File: src/sv/plstore_pkg.sv
// ----------------------------------------------------------------------------
// plstore_pkg
// Types, codes and sizing constants of the positional list store.
// ----------------------------------------------------------------------------
`default_nettype none

package plstore_pkg;

    localparam int CAPACITY_DEFAULT = 64;
    localparam int CAPACITY_MAX     = 1024;

    // Width of the position bus handed to every cell.
    localparam int POS_BUS_W = $clog2(CAPACITY_MAX);
    // Width used for count and position comparisons.
    localparam int CNT_W     = $clog2(CAPACITY_MAX + 1);

    localparam int DATA_W    = 32;
    localparam int POS_W     = 7;
    localparam int ACT_W     = 2;

    localparam logic [ACT_W-1:0] ACT_INSERT = 2'd0;
    localparam logic [ACT_W-1:0] ACT_REMOVE = 2'd1;
    localparam logic [ACT_W-1:0] ACT_READ   = 2'd2;

    typedef enum logic [1:0] {
        ERR_NONE  = 2'd0,
        ERR_RANGE = 2'd1,
        ERR_FULL  = 2'd2
    } err_t;

    typedef struct packed {
        logic [ACT_W-1:0]         action;
        logic [POS_W-1:0]         position;
        logic signed [DATA_W-1:0] value;
    } req_t;

    typedef struct packed {
        logic signed [DATA_W-1:0] data_out;
        logic [POS_W-1:0]         entry_count;
        logic [1:0]               error_code;
    } rsp_t;

    // Broadcast to every cell of the chain.
    typedef struct packed {
        logic                     insert_en;
        logic                     remove_en;
        logic                     lookup_en;
        logic [POS_BUS_W-1:0]     pos;
        logic signed [DATA_W-1:0] value;
    } cell_ctrl_t;

endpackage

`default_nettype wire

File: src/sv/plstore_cell.sv
// ----------------------------------------------------------------------------
// plstore_cell
// One list slot: holds an entry and shifts with its neighbors on insert/remove.
// ----------------------------------------------------------------------------
`default_nettype none

module plstore_cell
    import plstore_pkg::*;
#(
    parameter int INDEX = 0
) (
    input  wire logic                     clk,
    input  wire cell_ctrl_t               ctrl,
    input  wire logic signed [DATA_W-1:0] left_data,
    input  wire logic signed [DATA_W-1:0] right_data,
    output logic signed [DATA_W-1:0]      data,
    output logic signed [DATA_W-1:0]      hit_data
);

    localparam logic [POS_BUS_W-1:0] IDX = POS_BUS_W'(INDEX);

    logic signed [DATA_W-1:0] data_reg;
    logic signed [DATA_W-1:0] data_next;
    logic                     match;
    logic                     above;

    assign match = (ctrl.pos == IDX);
    assign above = (IDX > ctrl.pos);

    always_comb
    begin
        data_next = data_reg;
        if (ctrl.insert_en)
        begin
            if (above)
                data_next = left_data;
            else if (match)
                data_next = ctrl.value;
        end
        else if (ctrl.remove_en && (match || above))
        begin
            data_next = right_data;
        end
    end

    // Entry contents need no reset: slots at or above the count are never read.
    always_ff @(posedge clk)
    begin
        data_reg <= data_next;
    end

    assign data     = data_reg;
    assign hit_data = (ctrl.lookup_en && match) ? data_reg : '0;

endmodule

`default_nettype wire

File: config.mk
export PLATFORM = sky130hd
export DESIGN_NAME = plstore_cell
export DESIGN_NICKNAME = d
export VERILOG_FILES = /design/src/sv/plstore_pkg.sv /design/src/sv/plstore_cell.sv
export SDC_FILE = /design/constraint.sdc
export NUM_CORES = 1
export LEC_CHECK = 0
export BUFFER_PORTS_ARGS = -buffer_cell sky130_fd_sc_hd__buf_4
export CAP_MARGIN = 5
export CELL_PAD_IN_SITES_DETAIL_PLACEMENT = 1
export CELL_PAD_IN_SITES_GLOBAL_PLACEMENT = 2
export CORE_ASPECT_RATIO = 1.25
export CORE_MARGIN = 3
export CORE_UTILIZATION = 23
export DETAILED_ROUTE_END_ITERATION = 8
export PLACE_DENSITY = 0.88
export SETUP_SLACK_MARGIN = 0.4
export SLEW_MARGIN = 10
export SYNTH_ARGS = -nofsm -noshare
export SYNTH_HDL_FRONTEND = slang
export SYNTH_SLANG_ARGS = --single-unit
File: constraint.sdc
create_clock -name clk -period 11.3 [get_ports clk]
set_clock_uncertainty 0.2 [all_clocks]
set_input_delay 2.26 -clock clk [delete_from_list [all_inputs] [get_ports clk]]
set_output_delay 2.26 -clock clk [all_outputs]
set_load 0.1 [all_outputs]
==> results_dict.tcl, run 1 <==
set metrics [dict create \
    outcome "completed" \
    start_util_pct 24.1 \
    worstPathMaxFanout 33 \
    ant_nets 0 \
    via_per_inst 4.41 \
    drv_cap 0 \
    clkTransAtPathRegs_ps 70 \
    fin_crit_ps 6740 \
    syn-cell-area_um2 2020 \
    grt_pass1_wl_um 10400 \
    drive_gt1_share_pct 75.9 \
    grt_pass1_vias 1871 \
    slew_headroom_pct 32.5 \
    powerDensity_nw_per_um2 81.6 \
    cts-resized-gates 0 \
    hold_depth 2 \
    fmax_mhz 148 \
    final_cell_mix "buf_4, mux2_2, nand2_1, edfxtp_1, nor4_2" \
    fp-row-count 37 \
    num_vias 1759 \
    drcViolationCount 0 \
    clock_sinks 32 \
    hold_ws_ps 2080 \
    setup_slack_ps 4560 \
    io-pin-count 174 \
    end_kind "output port" \
    die_w_um 89.8 \
    area_delta_synth_final_pct 56.6 \
    multi_input_area_um2 911 \
    grt_remaining_overflow 0 \
    avgSynthCellArea_um2 13.3 \
    final_common_cell "buf_4" \
    fin_tns_setup_ps 0 \
    critical_path_class "primary input to output port" \
    tightest_slew_ps 1010 \
    start_kind "primary input" \
    portBuffers 141 \
    synthCells 152 \
    cts_buffer_depth 2 \
    place.gp.congestion 0.691 \
    p_leak_nw 1.24 \
    nets 392 \
    dp_slack_ps 4540 \
    fillerInstances 944 \
    hp-class "primary input to flop" \
    cts_buffers 5 \
    finalHoldViolCount 0 \
    setup_violations 0 \
    arrival_ps 4280 \
    largest_register_ffs 32 \
    die_height_um 111 \
    yosysSeqAreaShare_pct 47.6 \
    post_cts.repair.setup_buffers 0 \
    cts_tree "built" \
    synth_cell_type_count 13 \
    gr-usage-all-layers_pct 13.2 \
    required_ps 8840 \
    register_area_um2 961 \
    drv_slew 0 \
    htreeDepth 2 \
    core_um2 8380 \
    hpwl_um 4950 \
    drt_iter0_drc 64 \
    fin_crit_sh_pct 59.6 \
    grt_setup_unrepaired "no" \
    wire_per_inst_um 17.1 \
    ir_worst_vdd_mv 0.0467 \
    dr.pass1.iters 4 \
    synth_seq_cells 32 \
    grt_max_degree 34 \
    cts_hold_buffers 0 \
    drt-total-wl_um 6810 \
    synthesis.yosys.warnings 0 \
    diodes 0 \
    grt_antenna_before_repair 0 \
    die-area_um2 9950 \
    synth.net_count 262 \
    root_buffer "clkbuf_8" \
]
## where the power goes
group	leakage, nW	switching (W)	internal [W]	total [W]
clock	0.0410	0.0000407	0.0000418	0.0000826
sequential	0.288	0.0000000551	0.000132	0.000132
combinational	0.910	0.0000180	0.0000259	0.0000439
total	1.24	0.0000588	0.000199	0.000258
## Yosys cell counts
cell      number  share of area, %
nand2_1       32               5.9
nor4_2        30                19
clkbuf_1       8               1.5
buf_6          4               2.2
edfxtp_1      32                48
buf_2          4              0.99
or2_2          1              0.31
nor4_1         3              0.93
or4_4          1              0.56
mux2_2        32                18
buf_12         3               3.0
or4_1          1              0.37
nor2_1         1              0.19
## per-layer routing
layer,vias to the layer above,global-route usage [%],part of all wire (%)
met5,-,0,0
met4,0,3.99,1.2
met3,5,3.05,6.2
met2,74,24.3,55
met1,848,15.1,37
li1,832,-,-
## kinds of logic (layout without fill, tap and decap cells)
group,Yosys count,in the layout,synth area share (%)
flip-flops,32,32,47.6
buffers and inverters,19,149,7.68
multiplexers,32,32,17.8
AND/OR/NAND/NOR,69,69,26.9
## worst max-delay path, stage by stage
cell	delay [ps]
buf_4	100
or4_2	1130
nor4_2	420
buf_4	350
## final timing paths
kind,startpoint,end
worst max-delay path,ctrl[39],hit_data[18]
worst min-delay path,right_data[17],data[17]$_DFFE_PP_
## final cells by class
cell class	count	area share (%)
Sequential cell	32	30.4
Clock inverter	1	0.158
Timing Repair Buffer	142	33.7
Multi-Input combinational cell	101	28.8
Tap cell	117	4.63
Clock buffer	6	2.30
## metrics by stage
step	area, um2	utilization (%)	std cells	power [W]
global route	3160	37.7	399	0.000271
global placement	3080	36.8	392	0.000177
floorplan	2020	-	152	0.000157
finish	3160	37.7	399	0.000258
CTS	3160	37.7	399	0.000264
detailed placement	3080	36.8	392	0.000179
Power figures use the tool's default switching activity.
==> inputs of run 2 (changes only) <==
--- a/config.mk
+++ b/config.mk
@@ -11,9 +11,9 @@
 export CELL_PAD_IN_SITES_GLOBAL_PLACEMENT = 2
 export CORE_ASPECT_RATIO = 1.25
 export CORE_MARGIN = 3
-export CORE_UTILIZATION = 23
+export CORE_UTILIZATION = 21
 export DETAILED_ROUTE_END_ITERATION = 8
-export PLACE_DENSITY = 0.88
+export PLACE_DENSITY = 0.81
 export SETUP_SLACK_MARGIN = 0.4
 export SLEW_MARGIN = 10
 export SYNTH_ARGS = -nofsm -noshare
==> constraint.sdc (replaced) <==
create_clock -name clk -period 6.5 [get_ports clk]
set_clock_uncertainty 0.2 [all_clocks]
set_input_delay 1.3 -clock clk [delete_from_list [all_inputs] [get_ports clk]]
set_output_delay 1.3 -clock clk [all_outputs]
set_load 0.1 [all_outputs]
==> run 2 against run 1 <==
  * Cell count is 2.0% higher
  * Via count is 0.80% lower
  * Hold slack worse by 950 ps
  * Non-clock buffer count is 1 higher
  * Sequential share of layout area is 0.69 points lower
  * Flip-flop and latch count stayed put
  * Combinational power is 74% higher
  * Critical endpoint is now hit_data[31]
==> results_dict.tcl, run 2 (synthesized netlist as in run 1, its figures left out) <==
set metrics [dict create \
    outcome "completed" \
    setup_violations 0 \
    wire_per_inst_um 16.9 \
    fmax_mhz 207 \
    portBuffers 141 \
    gr-usage-all-layers_pct 12.2 \
    die_height_um 116 \
    root_buffer "clkbuf_16" \
    cts_buffer_depth 2 \
    ant_nets 0 \
    critical_path_class "primary input to output port" \
    grt_pass1_vias 1864 \
    hp-class "primary input to flop" \
    grt_max_degree 34 \
    path_cells "buf_4 > or4_2 > nor4_1 > buf_4" \
    num_vias 1745 \
    io-pin-count 174 \
    fin_crit_sh_pct 74.2 \
    critPathBufInv 2 \
    clock_sinks 32 \
    worstPathMaxFanout 33 \
    arrival_ps 3320 \
    fin_crit_ps 4820 \
    die_w_um 93.7 \
    start_util_pct 21.8 \
    cpMostUsedCell "buf_4" \
    drive_gt1_share_pct 75.4 \
    drv_slew 0 \
    fp-row-count 39 \
    cp_slowest_stage_delay_ps 1140 \
    dp_slack_ps 1660 \
    clkTransAtPathRegs_ps 50 \
    htreeDepth 2 \
    nets 393 \
    slew_headroom_pct 31.6 \
    finalHoldViolCount 0 \
    cts_buffers 5 \
    setup_slack_ps 1680 \
    via_per_inst 4.29 \
    grt_setup_unrepaired "no" \
    start_kind "primary input" \
    fillerInstances 1056 \
    drcViolationCount 0 \
    post_cts.repair.setup_buffers 0 \
    die-area_um2 10800 \
    drt-total-wl_um 6860 \
    cts_tree "built" \
    end_kind "output port" \
    core_um2 9270 \
    tightest_slew_ps 1030 \
    place.gp.congestion 0.726 \
    slowest_stage "or4_2" \
    required_ps 5000 \
    cts-resized-gates 0 \
    cts_hold_buffers 0 \
    grt_pass1_wl_um 10300 \
    powerDensity_nw_per_um2 163 \
    largest_register_ffs 32 \
    diodes 0 \
    final_common_cell "buf_4" \
    final_cell_mix "buf_4, mux2_2, nand2_1, edfxtp_1, nor4_2" \
    fin_tns_setup_ps 0 \
    area_delta_synth_final_pct 60.2 \
    drt_iter0_drc 48 \
    cp_top_family "simple AND/OR/NAND/NOR gates" \
    ir_worst_vdd_mv 0.0874 \
    p_leak_nw 1.27 \
    drv_cap 0 \
    dr.pass1.iters 4 \
    hpwl_um 5030 \
    grt_antenna_before_repair 0 \
    grt_remaining_overflow 0 \
]
run 2: cell types whose count changed in the layout (fill, tap and decap cells not counted):
cell       before  now
clkbuf_16       0    5
clkbuf_8        5    0
buf_4         142  143
clkbuf_1        1    2
clkinv_1        0    1
clkinv_2        1    0
run 2: power breakdown:
part	internal (W)	switching (W)
Sequential	0.000229	0.0000000913
Combinational	0.0000450	0.0000314
Clock	0.000141	0.0000799
Total	0.000415	0.000111
run 2: layout make-up:
type,count,area [um2],area share [%]
tap,123,154,4.76
timing repair buffer,143,1070,33.2
clock buffer,7,133,4.10
sequential,32,961,29.7
multi-input combinational,101,911,28.2
clock inverter,1,3.75,0.116
run 2: final timing paths:
kind              slack, ps                 end  cells after the start           start
setup / recovery       1680        hit_data[31]                      4        ctrl[39]
hold / removal         1130  data[10]$_DFFE_PP_                      2  right_data[10]
run 2: layer usage:
metal,part of all wire [%],GRT usage [%],up-vias,wire length [um]
met5,0,0,-,0
met4,1.5,3.95,0,103
met3,7.2,3.38,6,492
met2,56,22.8,68,3810
met1,36,13.3,836,2450
li1,-,-,835,-
run 2: stage by stage:
stage	hold WS [ps]	utilization, %	cell area [um2]	instances	total power, W
CTS	1120	34.9	3240	407	0.000538
detailed placement	1410	33.4	3100	399	0.000311
floorplan	1320	-	2020	152	0.000273
global route	1120	34.9	3240	407	0.000551
finish	1130	34.9	3240	407	0.000526
global placement	1400	33.4	3100	399	0.000309
==> inputs of run 3 (changes only) <==
--- a/config.mk
+++ b/config.mk
@@ -11,9 +11,9 @@
 export CELL_PAD_IN_SITES_GLOBAL_PLACEMENT = 2
 export CORE_ASPECT_RATIO = 1.25
 export CORE_MARGIN = 3
-export CORE_UTILIZATION = 21
+export CORE_UTILIZATION = 19
 export DETAILED_ROUTE_END_ITERATION = 8
-export PLACE_DENSITY = 0.81
+export PLACE_DENSITY = 0.77
 export SETUP_SLACK_MARGIN = 0.4
 export SLEW_MARGIN = 10
 export SYNTH_ARGS = -nofsm -noshare
==> constraint.sdc (replaced) <==
create_clock -name clk -period 4 [get_ports clk]
set_clock_uncertainty 0.2 [all_clocks]
set_input_delay 0.8 -clock clk [delete_from_list [all_inputs] [get_ports clk]]
set_output_delay 0.8 -clock clk [all_outputs]
set_load 0.1 [all_outputs]
==> run 3 against run 2 <==
  * Via count grew 1.7%
  * Critical path depth is the same
  * Flip-flop and latch count is the same
  * First-iteration DRC count shrank 8.3%
  * Final area grew 9.8%
  * Critical endpoint is now hit_data[27]
  * Largest cell class is now multi-input gates
  * Highest routed layer unchanged
==> results_dict.tcl, run 3 (synthesized netlist as in run 1, its figures left out) <==
set metrics [dict create \
    grt_max_degree 34 \
    cts_hold_buffers 0 \
    start_kind "primary input" \
    drt-total-wl_um 7100 \
    crit_start "ctrl[36]" \
    root_buffer "clkbuf_16" \
    via_per_inst 4.29 \
    area_delta_synth_final_pct 75.9 \
    cp.depth 4 \
    drt_iter0_drc 44 \
    diodes 0 \
    cts_buffer_depth 2 \
    htreeDepth 2 \
    nets 394 \
    end_kind "output port" \
    hp-class "primary input to flop" \
    post_cts.repair.setup_buffers 0 \
    dp_slack_ps 415 \
    cpMostUsedCell "buf_4" \
    clkTransAtPathRegs_ps 60 \
    dr.pass1.iters 3 \
    required_ps 3000 \
    dpl_cell_area_um2 3420 \
    die_w_um 98.2 \
    grtUsageMet2_pct 22.4 \
    ir_worst_vdd_mv 0.119 \
    cts_buffers 5 \
    wire_per_inst_um 17.2 \
    portBuffers 141 \
    setup_violations 0 \
    io-pin-count 174 \
    finalHoldViolCount 0 \
    place.gp.congestion 0.660 \
    largest_register_ffs 32 \
    postLayoutCoreUtil_pct 34.8 \
    cts-resized-gates 0 \
    cts_tree "built" \
    path_cells "buf_4 > or4_4 > nor4_4 > buf_4" \
    ant_nets 0 \
    setup_slack_ps 417 \
    grt_pass1_wl_um 10900 \
    drive_gt1_share_pct 76.1 \
    arrival_ps 2580 \
    outcome "completed" \
    met3_usage_pct 2.70 \
    final_common_cell "buf_4" \
    grt_remaining_overflow 0 \
    final_cell_mix "buf_4, mux2_2, nand2_1, edfxtp_1, nor4_4" \
    critPathBufInv 2 \
    fin_tns_setup_ps 0 \
    use_met1_pct 12.8 \
    powerDensity_nw_per_um2 247 \
    clock_sinks 32 \
    finalPower_w 0.000879 \
    cp_top_family "simple AND/OR/NAND/NOR gates" \
    grt_pass1_vias 1928 \
    fin_crit_sh_pct 89.6 \
    core_um2 10200 \
    drcViolationCount 0 \
    slowest_stage "or4_4" \
    grt-busiest-layer "met2" \
    drv_cap 0 \
    grt_antenna_before_repair 0 \
    slew_headroom_pct 31.9 \
    start_util_pct 19.8 \
    critical_path_class "primary input to output port" \
    worstPathMaxFanout 33 \
    fin_area_um2 3550 \
    cp_slowest_stage_delay_ps 890 \
    fp-row-count 41 \
    hpwl_um 5320 \
    die_height_um 121 \
    grt_setup_unrepaired "yes" \
    tightest_slew_ps 1020 \
    num_vias 1774 \
    gr-usage-all-layers_pct 11.9 \
    fin_crit_ps 3580 \
    die-area_um2 11900 \
    drv_slew 0 \
    crit_path_end "hit_data[27]" \
    p_leak_nw 1.53 \
    fmax_mhz 279 \
]
-- run 3: changes by cell type in the layout (fill, tap and decap cells not counted) --
cell | before | now
buf_12 | 0 | 1
or2_4 | 0 | 1
nor4_2 | 31 | 2
or4_4 | 1 | 2
or4_2 | 1 | 0
nor4_1 | 2 | 0
nor4_4 | 0 | 31
or2_2 | 1 | 0
-- run 3: how the worst min path moves through the flow --
stage,start,to,cells after the start
after detailed placement,right_data[21],data[21]$_DFFE_PP_,2
after global routing,right_data[21],data[21]$_DFFE_PP_,2
after global placement,ctrl[15],data[15]$_DFFE_PP_,2
final,right_data[21],data[21]$_DFFE_PP_,2
after CTS,right_data[21],data[21]$_DFFE_PP_,2
after floorplan,right_data[0],data[0]$_DFFE_PP_,1
-- run 3: cell type report --
| type | count | area (um2) |
|---|---|---|
| fillers | 1126 | 6660 |
| flip-flops and latches | 32 | 961 |
| multi-input cells | 101 | 1200 |
| well taps | 129 | 161 |
| clock inverters | 1 | 3.75 |
| repair buffers | 144 | 1090 |
| clock buffers | 7 | 133 |
-- run 3: through the flow --
stage / hold slack [ps] / std cells
6_report: 623 / 414
5_1_grt: 618 / 414
4_1_cts: 612 / 414
3_3_place_gp: 906 / 406
2_1_floorplan: 820 / 152
3_5_place_dp: 907 / 406
-- run 3: routing by layer --
layer | part of all wire [%] | wire length, um | vias to the layer above
met4 | 2.1 | 147 | 0
met1 | 34 | 2420 | 857
met3 | 5.5 | 391 | 8
li1 | - | - | 843
met5 | 0 | 0 | -
met2 | 58 | 4140 | 66
-- run 3: where the power goes --
| part | total (W) | switching [W] | internal [W] | leakage, nW |
|---|---|---|---|---|
| Combinational | 0.000142 | 0.0000664 | 0.0000758 | 1.18 |
| Clock | 0.000364 | 0.000135 | 0.000229 | 0.0655 |
| Sequential | 0.000372 | 0.000000150 | 0.000372 | 0.288 |
| Total | 0.000879 | 0.000202 | 0.000677 | 1.53 |
